===== src/design/assert_macros.svh =====
// Assertion helpers shared by the serializer modules.
// Every module that uses them has clk_i and rst_ni in scope.
`ifndef ASSERT_MACROS_SVH
`define ASSERT_MACROS_SVH

// The condition must hold at every clock edge outside reset.
`define I2CDW_ASSERT(lbl, cond) \
  lbl: assert property (@(posedge clk_i) disable iff (!rst_ni) (cond)) \
    else $error("i2cdw check failed");

// When the trigger holds, the consequence must hold at the next clock edge.
`define I2CDW_ASSERT_NEXT(lbl, trig, cons) \
  lbl: assert property (@(posedge clk_i) disable iff (!rst_ni) (trig) |=> (cons)) \
    else $error("i2cdw check failed");

`endif


===== src/design/i2cdw_pkg.sv =====
package i2cdw_pkg;

  // Opcode values on the input tuser field.
  localparam logic [1:0] OP_TICK = 2'd0;
  localparam logic [1:0] OP_CMD  = 2'd1;
  localparam logic [1:0] OP_DATA = 2'd2;

  // Configuration register indexes.
  localparam logic [1:0] CFG_DEV_ADDR = 2'd0;
  localparam logic [1:0] CFG_CMD_CTRL = 2'd1;
  localparam logic [1:0] CFG_DAT_CTRL = 2'd2;

  localparam logic [7:0] DEV_ADDR_RST = 8'h78;
  localparam logic [7:0] CMD_CTRL_RST = 8'h00;
  localparam logic [7:0] DAT_CTRL_RST = 8'h40;

  // Transaction timeline, in ticks.
  localparam logic [6:0] START_LAST = 7'd3;
  localparam logic [6:0] STOP_BASE  = 7'd85;
  localparam logic [6:0] STOP_MID   = 7'd86;
  localparam logic [6:0] LAST_TICK  = 7'd87;

  // Offsets inside one byte slot.
  localparam logic [4:0] OFF_LAST_BIT = 5'd24;
  localparam logic [4:0] OFF_ACK_HIGH = 5'd25;
  localparam logic [4:0] OFF_LAST     = 5'd26;

  localparam logic [1:0] BYTE_ADDR = 2'd0;
  localparam logic [1:0] BYTE_CTRL = 2'd1;

  localparam logic [1:0] STEP_SDA  = 2'd0;
  localparam logic [1:0] STEP_HIGH = 2'd1;
  localparam logic [1:0] STEP_LOW  = 2'd2;

  // One classified tick as it travels from the front end to the engine.
  typedef struct packed {
    logic       req;
    logic       is_data;
    logic [7:0] payload;
  } tick_t;

  typedef struct packed {
    logic done;
    logic rejected;
    logic busy;
    logic sda;
    logic scl;
  } result_t;

endpackage


===== src/design/i2cdw_front.sv =====
module i2cdw_front (
  input  logic                s_axis_tvalid,
  output logic                s_axis_tready,
  input  logic [7:0]          s_axis_tdata,   // [7:0] payload
  input  logic [1:0]          s_axis_tuser,   // [1:0] opcode
  input  logic                q_full_i,
  output logic                push_o,
  output i2cdw_pkg::tick_t    tick_o
);

  always_comb begin
    tick_o.payload = s_axis_tdata;
    case (s_axis_tuser)
      i2cdw_pkg::OP_CMD: begin
        tick_o.req     = 1'b1;
        tick_o.is_data = 1'b0;
      end
      i2cdw_pkg::OP_DATA: begin
        tick_o.req     = 1'b1;
        tick_o.is_data = 1'b1;
      end
      default: begin
        // A plain tick, and the unused opcode, only advance the pins.
        tick_o.req     = 1'b0;
        tick_o.is_data = 1'b0;
      end
    endcase
  end

  assign s_axis_tready = !q_full_i;
  assign push_o        = s_axis_tvalid && !q_full_i;

endmodule


===== src/design/i2cdw_queue.sv =====
`include "assert_macros.svh"

module i2cdw_queue (
  input  logic             clk_i,
  input  logic             rst_ni,
  input  logic             push_i,
  input  i2cdw_pkg::tick_t tick_i,
  output logic             full_o,
  output logic             valid_o,
  input  logic             pop_i,
  output i2cdw_pkg::tick_t tick_o
);

  i2cdw_pkg::tick_t mem_q [2];
  logic             wr_ptr_q, wr_ptr_d;
  logic             rd_ptr_q, rd_ptr_d;
  logic [1:0]       count_q, count_d;

  always_comb begin
    wr_ptr_d = wr_ptr_q ^ push_i;
    rd_ptr_d = rd_ptr_q ^ pop_i;
    count_d  = count_q + {1'b0, push_i} - {1'b0, pop_i};
  end

  always_ff @(posedge clk_i or negedge rst_ni) begin
    if (!rst_ni) begin
      wr_ptr_q <= 1'b0;
      rd_ptr_q <= 1'b0;
      count_q  <= 2'd0;
    end else begin
      wr_ptr_q <= wr_ptr_d;
      rd_ptr_q <= rd_ptr_d;
      count_q  <= count_d;
    end
  end

  always_ff @(posedge clk_i) begin
    if (push_i) begin
      mem_q[wr_ptr_q] <= tick_i;
    end
  end

  assign full_o  = count_q == 2'd2;
  assign valid_o = count_q != 2'd0;
  assign tick_o  = mem_q[rd_ptr_q];

  `I2CDW_ASSERT(a_no_overflow, !(push_i && full_o))
  `I2CDW_ASSERT(a_no_underflow, !(pop_i && !valid_o))
  `I2CDW_ASSERT(a_ptrs_track_count,
                (count_q == 2'd1) == (wr_ptr_q != rd_ptr_q))

endmodule


===== src/design/i2cdw_back.sv =====
`include "assert_macros.svh"

module i2cdw_back (
  input  logic               clk_i,
  input  logic               rst_ni,
  input  logic               cfg_valid_i,
  input  logic [1:0]         cfg_index_i,
  input  logic [7:0]         cfg_data_i,
  input  logic               q_valid_i,
  input  i2cdw_pkg::tick_t   q_tick_i,
  output logic               q_pop_o,
  output logic               out_valid_o,
  input  logic               out_ready_i,
  output i2cdw_pkg::result_t out_res_o
);

  logic [7:0] dev_addr_q, cmd_ctrl_q, dat_ctrl_q;

  logic [6:0] phase_q, phase_d;
  logic [4:0] off_q, off_d;
  logic [1:0] which_q, which_d;
  logic [1:0] step_q, step_d;
  logic [7:0] shift_q, shift_d;
  logic [7:0] held_q, held_d;
  logic       is_data_q, is_data_d;
  logic       scl_q, scl_d;
  logic       sda_q, sda_d;
  logic       rej_d, done_d;

  logic               out_valid_q, out_valid_d;
  i2cdw_pkg::result_t res_q, res_d;

  logic fire;

  // A tick runs whenever the result slot is empty or is being drained.
  assign fire    = q_valid_i && (!out_valid_q || out_ready_i);
  assign q_pop_o = fire;

  always_ff @(posedge clk_i or negedge rst_ni) begin
    if (!rst_ni) begin
      dev_addr_q <= i2cdw_pkg::DEV_ADDR_RST;
      cmd_ctrl_q <= i2cdw_pkg::CMD_CTRL_RST;
      dat_ctrl_q <= i2cdw_pkg::DAT_CTRL_RST;
    end else if (cfg_valid_i) begin
      case (cfg_index_i)
        i2cdw_pkg::CFG_DEV_ADDR: dev_addr_q <= cfg_data_i;
        i2cdw_pkg::CFG_CMD_CTRL: cmd_ctrl_q <= cfg_data_i;
        i2cdw_pkg::CFG_DAT_CTRL: dat_ctrl_q <= cfg_data_i;
        default: ;
      endcase
    end
  end

  always_comb begin
    phase_d   = phase_q;
    off_d     = off_q;
    which_d   = which_q;
    step_d    = step_q;
    shift_d   = shift_q;
    held_d    = held_q;
    is_data_d = is_data_q;
    scl_d     = scl_q;
    sda_d     = sda_q;
    rej_d     = 1'b0;
    done_d    = 1'b0;

    if (fire) begin
      if (phase_q == 7'd0) begin
        if (q_tick_i.req) begin
          held_d    = q_tick_i.payload;
          is_data_d = q_tick_i.is_data;
          scl_d     = 1'b1;
          phase_d   = 7'd1;
          off_d     = 5'd0;
          which_d   = 2'd0;
          step_d    = i2cdw_pkg::STEP_SDA;
        end
      end else begin
        rej_d = q_tick_i.req;
        if (phase_q <= i2cdw_pkg::START_LAST) begin
          // Start: SDA high, SDA low, SCL low.
          case (phase_q[1:0])
            2'd1:    sda_d = 1'b1;
            2'd2:    sda_d = 1'b0;
            default: scl_d = 1'b0;
          endcase
        end else if (phase_q < i2cdw_pkg::STOP_BASE) begin
          if (off_q == 5'd0) begin
            scl_d = 1'b0;
            case (which_q)
              i2cdw_pkg::BYTE_ADDR: shift_d = dev_addr_q;
              i2cdw_pkg::BYTE_CTRL: shift_d = is_data_q ? dat_ctrl_q : cmd_ctrl_q;
              default:              shift_d = held_q;
            endcase
            step_d = i2cdw_pkg::STEP_SDA;
          end else if (off_q <= i2cdw_pkg::OFF_LAST_BIT) begin
            case (step_q)
              i2cdw_pkg::STEP_SDA: begin
                sda_d   = shift_q[7];
                shift_d = {shift_q[6:0], 1'b0};
              end
              i2cdw_pkg::STEP_HIGH: scl_d = 1'b1;
              default:              scl_d = 1'b0;
            endcase
            step_d = (step_q == i2cdw_pkg::STEP_LOW) ? i2cdw_pkg::STEP_SDA
                                                     : step_q + 2'd1;
          end else if (off_q == i2cdw_pkg::OFF_ACK_HIGH) begin
            scl_d = 1'b1;
          end else begin
            scl_d = 1'b0;
          end
          if (off_q == i2cdw_pkg::OFF_LAST) begin
            off_d   = 5'd0;
            which_d = which_q + 2'd1;
          end else begin
            off_d = off_q + 5'd1;
          end
        end else if (phase_q == i2cdw_pkg::STOP_BASE) begin
          scl_d = 1'b1;
        end else if (phase_q == i2cdw_pkg::STOP_MID) begin
          sda_d = 1'b0;
        end else begin
          sda_d = 1'b1;
        end

        if (phase_q == i2cdw_pkg::LAST_TICK) begin
          phase_d = 7'd0;
          done_d  = 1'b1;
        end else begin
          phase_d = phase_q + 7'd1;
        end
      end
    end
  end

  always_comb begin
    out_valid_d = out_valid_q;
    res_d       = res_q;
    if (fire) begin
      out_valid_d    = 1'b1;
      res_d.scl      = scl_d;
      res_d.sda      = sda_d;
      res_d.busy     = phase_d != 7'd0;
      res_d.rejected = rej_d;
      res_d.done     = done_d;
    end else if (out_ready_i) begin
      out_valid_d = 1'b0;
    end
  end

  always_ff @(posedge clk_i or negedge rst_ni) begin
    if (!rst_ni) begin
      phase_q     <= 7'd0;
      off_q       <= 5'd0;
      which_q     <= 2'd0;
      step_q      <= i2cdw_pkg::STEP_SDA;
      is_data_q   <= 1'b0;
      scl_q       <= 1'b1;
      sda_q       <= 1'b1;
      out_valid_q <= 1'b0;
    end else begin
      phase_q     <= phase_d;
      off_q       <= off_d;
      which_q     <= which_d;
      step_q      <= step_d;
      is_data_q   <= is_data_d;
      scl_q       <= scl_d;
      sda_q       <= sda_d;
      out_valid_q <= out_valid_d;
    end
  end

  always_ff @(posedge clk_i) begin
    shift_q <= shift_d;
    held_q  <= held_d;
    res_q   <= res_d;
  end

  assign out_valid_o = out_valid_q;
  assign out_res_o   = res_q;

  `I2CDW_ASSERT(a_phase_range, phase_q <= i2cdw_pkg::LAST_TICK)
  `I2CDW_ASSERT(a_off_range, off_q <= i2cdw_pkg::OFF_LAST)
  `I2CDW_ASSERT_NEXT(a_done_ends_busy, fire && phase_q == i2cdw_pkg::LAST_TICK,
                     phase_q == 7'd0 && res_q.done && !res_q.busy)
  `I2CDW_ASSERT_NEXT(a_stop_on_byte_end, fire && phase_q == i2cdw_pkg::STOP_BASE,
                     which_q == 2'd3 && off_q == 5'd0)

endmodule


===== src/design/i2c_display_write_serializer.sv =====
// Write-only bit-banged I2C master for a display controller. Every transfer on the
// input stream is one pin tick and yields exactly one output transfer holding the SCL
// and SDA levels after that tick plus busy, rejected and done flags. A tick with
// opcode 1 (command) or 2 (data) while idle starts an 88-tick transaction: start,
// address byte, control byte, payload byte, each followed by an ack clock, then stop;
// requests that arrive while busy are dropped and flagged. The block takes one tick
// per clock cycle while neither side stalls: a decoder accepts ticks into a two-entry
// queue, and a counter-driven engine runs one queued tick per cycle into an output
// register, so each side can stall on its own. Ticks pass through the queue, then the
// output register. Registers (index: 0 device address, 1 command control byte, 2 data
// control byte) are written through the configuration channel, which is always ready.
module i2c_display_write_serializer (
  input  logic       clk_i,
  input  logic       rst_ni,
  input  logic       s_axis_tvalid,
  output logic       s_axis_tready,
  input  logic [7:0] s_axis_tdata,   // [7:0] payload
  input  logic [1:0] s_axis_tuser,   // [1:0] opcode
  output logic       m_axis_tvalid,
  input  logic       m_axis_tready,
  output logic [7:0] m_axis_tdata,   // [0] scl_level, [1] sda_level, [2] busy_res,
                                     // [3] rejected, [4] done_res, [7:5] zero
  input  logic       cfg_valid_i,
  output logic       cfg_ready_o,
  input  logic [1:0] cfg_index_i,
  input  logic [7:0] cfg_data_i
);

  logic               push;
  logic               q_full;
  logic               q_valid;
  logic               q_pop;
  i2cdw_pkg::tick_t   in_tick;
  i2cdw_pkg::tick_t   q_tick;
  i2cdw_pkg::result_t res;

  i2cdw_front u_front (
    .s_axis_tvalid (s_axis_tvalid),
    .s_axis_tready (s_axis_tready),
    .s_axis_tdata  (s_axis_tdata),
    .s_axis_tuser  (s_axis_tuser),
    .q_full_i      (q_full),
    .push_o        (push),
    .tick_o        (in_tick)
  );

  i2cdw_queue u_queue (
    .clk_i   (clk_i),
    .rst_ni  (rst_ni),
    .push_i  (push),
    .tick_i  (in_tick),
    .full_o  (q_full),
    .valid_o (q_valid),
    .pop_i   (q_pop),
    .tick_o  (q_tick)
  );

  i2cdw_back u_back (
    .clk_i       (clk_i),
    .rst_ni      (rst_ni),
    .cfg_valid_i (cfg_valid_i),
    .cfg_index_i (cfg_index_i),
    .cfg_data_i  (cfg_data_i),
    .q_valid_i   (q_valid),
    .q_tick_i    (q_tick),
    .q_pop_o     (q_pop),
    .out_valid_o (m_axis_tvalid),
    .out_ready_i (m_axis_tready),
    .out_res_o   (res)
  );

  assign cfg_ready_o  = 1'b1;
  assign m_axis_tdata = {3'b000, res};

endmodule

===== config.mk =====
export PLATFORM = sky130hd
export DESIGN_NAME = i2c_display_write_serializer
export DESIGN_NICKNAME = d
export VERILOG_FILES = /design/src/design/i2cdw_pkg.sv /design/src/design/i2cdw_front.sv /design/src/design/i2cdw_queue.sv /design/src/design/i2cdw_back.sv /design/src/design/i2c_display_write_serializer.sv
export VERILOG_INCLUDE_DIRS = /design/src /design/src/design
export SDC_FILE = /design/constraint.sdc
export NUM_CORES = 1
export LEC_CHECK = 0
export BUFFER_PORTS_ARGS = -buffer_cell sky130_fd_sc_hd__buf_2
export CAP_MARGIN = 20
export CORE_AREA = 2 2 89 91
export DETAILED_ROUTE_END_ITERATION = 10
export DIE_AREA = 0 0 91 93
export PLACE_DENSITY_LB_ADDON = 0.05
export SYNTH_ARGS = -nofsm -noshare
export SYNTH_HDL_FRONTEND = slang
export SYNTH_SLANG_ARGS = --single-unit

===== constraint.sdc =====
create_clock -name clk_i -period 2.7 [get_ports clk_i]
set_input_delay 0.135 -clock clk_i [delete_from_list [all_inputs] [get_ports clk_i]]
set_output_delay 0.135 -clock clk_i [all_outputs]
set_load 0.05 [all_outputs]

==> metrics.cfg <==
[status]
status = finished clean

[clocking]
cts_tree = yes
htree_levels = 3
worstSkewPairLatency_ns = 0.37
root_buffer = clkbuf_8
post_cts_buffers = 0
clock_sinks = 89
cts_buffers = 9
clockBufferDepth = 2
clk_pin_slew_ns = 0.10
cts_resized = 0

[routing]
drt_iter0_drc = 85
ant_nets = 0
vias = 2848
drtPass1Iterations = 5
totalWireLength_um = 8200
drcViolationCount = 0
wl_per_cell_um = 16.1
via_per_inst = 5.60

[timing]
rsz0062_at_grt = no
setup_viol = 0
max-slew-margin-rel_pct = 59.4
fin_crit_ns = 2.48
tightest_slew_ns = 0.607
fmax_ghz = 0.403
fin_setup_tns_ns = 0
hold_violations = 0
clock_skew_ns = 0.0116
drv_slew = 0
period_share_pct = 91.9

[yosys]
synth.distinct_cells = 58
synth_area_um2 = 4360
synth_seq_cells = 89
yosys_most_used_dff = edfxtp_1
yosysTopAreaCell = edfxtp_1
syn_area_per_cell_um2 = 12.4
synth.top_cell.area_share_pct = 28.2
ys_warn_count = 0
yosys-top-cells-area = edfxtp_1 28%, dfrtp_1 24%, mux2_2 11%, ha_1 4.6%, dfstp_2 4.2%
syn_inst = 352
seq_area_frac_synth_pct = 55.9
synth-edff-count = 41
async_flop_share_pct = 53.9

[setup_path]
worstSetupEndpointType = flop
arrival_ns = 2.57
critPathKind = reg2reg
start_kind = flop
cp_max_fo = 10
cp.required_ns = 2.78

[final_layout]
drive_above_1_share_pct = 29.7
final_nets = 443
final_common_cell = mux2_2
diodes = 0
fin_area_um2 = 4990
final_cell_mix = 42 x mux2_2, 41 x dfrtp_1, 41 x edfxtp_1, 31 x buf_2, 24 x nand2_1
area_growth_pct = 14.2

[pwr]
leakage_uw = 0.00204
ir_drop_mv = 0.561
power_density_nw_per_um2 = 929

[die]
start_util_pct = 58.0
core_um2 = 7530
die_w_um = 91
die_area_um2 = 8460
std_cell_rows = 32
die_h_um = 93
io_pins = 36

[global_route]
grt_antenna_before_repair = 0
grt_usage_pct = 20.9
grt_pass1_vias = 2818
grt_pass1_wl_um = 13600
grt_max_degree = 28
grt_overflow = 0

[placed_design]
place_area_um2 = 4670
routabilityCongestion = 0.871
portBuffers = 31
dp.final_hpwl_um = 5650

[flow_run]
cap_violations = 0

[min_path]
min_path_type = in2reg

==> kinds of logic (layout without fill, tap and decap cells) <==
kind of cell	count (synthesis)	count (layout)	synth area share, %
multiplexers	45	45	11.5
adder cells (fa/ha/maj)	16	16	4.59
buffers and inverters	37	90	3.90
AO/OA/AOI/OAI	73	73	12.5
XOR/XNOR	3	3	0.602
flip-flops	89	89	55.9
AND/OR/NAND/NOR	87	87	10.8
other	2	4	0.172
==> sequential cells by signal, summed over array words and instances (netlist names) <==
register / flops
u_back.cmd_ctrl_q: 8
u_back.dat_ctrl_q: 8
u_back.dev_addr_q: 8
u_back.held_q: 8
u_back.is_data_q: 1
u_back.off_q: 5
u_back.out_res_o: 5
u_back.out_valid_o: 1
u_back.phase_q: 7
u_back.scl_q: 1
u_back.sda_q: 1
u_back.shift_q: 8
u_back.step_q: 2
u_back.which_q: 2
u_queue.count_q: 2
u_queue.mem_q: 20
u_queue.rd_ptr_q: 1
u_queue.wr_ptr_q: 1
==> Yosys cell counts (2+ instances only) <==
cell and n:
a211oi_1 3, a21o_1 2, a21oi_1 10, a22o_1 7
a22oi_1 2, a31oi_1 4, a32o_1 3, a41oi_1 2
a41oi_2 3, and2_1 5, and3_1 5, buf_4 4
buf_6 2, clkbuf_1 12, conb_1 2, dfrtp_1 41
dfstp_2 7, edfxtp_1 41, ha_1 16, inv_1 17
mux2_2 42, mux2i_1 3, nand2_1 24, nand2b_1 6
nand3_1 8, nand3b_1 2, nand4_1 3, nor2_1 10
nor2b_1 3, nor3_1 5, nor3b_1 2, nor4b_1 3
o211ai_1 2, o21ai_0 16, o21bai_1 3, o2bb2ai_1 2
o31ai_1 3, or2_2 3, or3_1 3, xnor2_1 3
==> power breakdown <==
| part | internal [uW] | switching, uW |
|---|---|---|
| combinational | 719 | 932 |
| clock | 373 | 543 |
| sequential | 1830 | 240 |
==> stage by stage <==
step | hold slack (ns) | power (uW) | instances | setup WS, ns | utilization (%)
2_1_floorplan | -0.161 | 3300 | 354 | 0.351 | -
3_3_place_gp | 0.322 | 3700 | 481 | 0.287 | 61.8
3_5_place_dp | 0.148 | 3730 | 482 | 0.235 | 62.1
4_1_cts | 0.00386 | 4670 | 509 | 0.216 | 66.2
5_1_grt | 0.0153 | 4930 | 509 | 0.139 | 66.2
6_report | 0.0216 | 4630 | 509 | 0.218 | 66.2
==> final cells by class <==
cell class	instances	area (um2)
clock inverters	7	78.8
inverters	17	63.8
fillers	597	2540
flip-flops and latches	89	2440
clock buffers	9	124
repair buffers	57	390
multi-input cells	228	1760
well taps	102	128
==> layer usage <==
layer	global-route usage [%]	share of wire [%]	up-vias
li1	-	-	1406
met1	29.0	47	1366
met2	33.0	47	60
met3	3.46	3.3	16
met4	8.71	2.0	0
met5	0	0	-
==> repair_timing <==
| item | 4_1_cts | 5_1_grt |
|---|---|---|
| hold buffers | 11 | 0 |
| endpoints found under the setup margin | 0 | 0 |
| hold endpoints to repair | 34 | 0 |
==> path summary, 6_finish.rpt <==
check                                       start              endpoint  slack [ns]  cells past startpoint
worst max register to register  u_back.phase_q[2]     u_back.shift_q[5]        0.22                      5
worst max-delay path            u_back.phase_q[2]     u_back.shift_q[5]        0.22                      5
worst min register to register  u_back.which_q[1]     u_back.which_q[1]        0.50                      1
min in group asynchronous                  rst_ni  u_back.cmd_ctrl_q[3]        0.28                      2
worst min-delay path                cfg_data_i[3]  u_back.cmd_ctrl_q[3]        0.02                      2
max in group asynchronous                  rst_ni          u_back.sda_q        1.81                      3
==> critical path: stages (launching register included) <==
cell     delay, ns
dfrtp_1       0.48
or4_4         0.55
a311o_1       0.40
a32o_2        0.30
and2_1        0.20
and3_1        0.27
(Power assumes the default switching activity.)
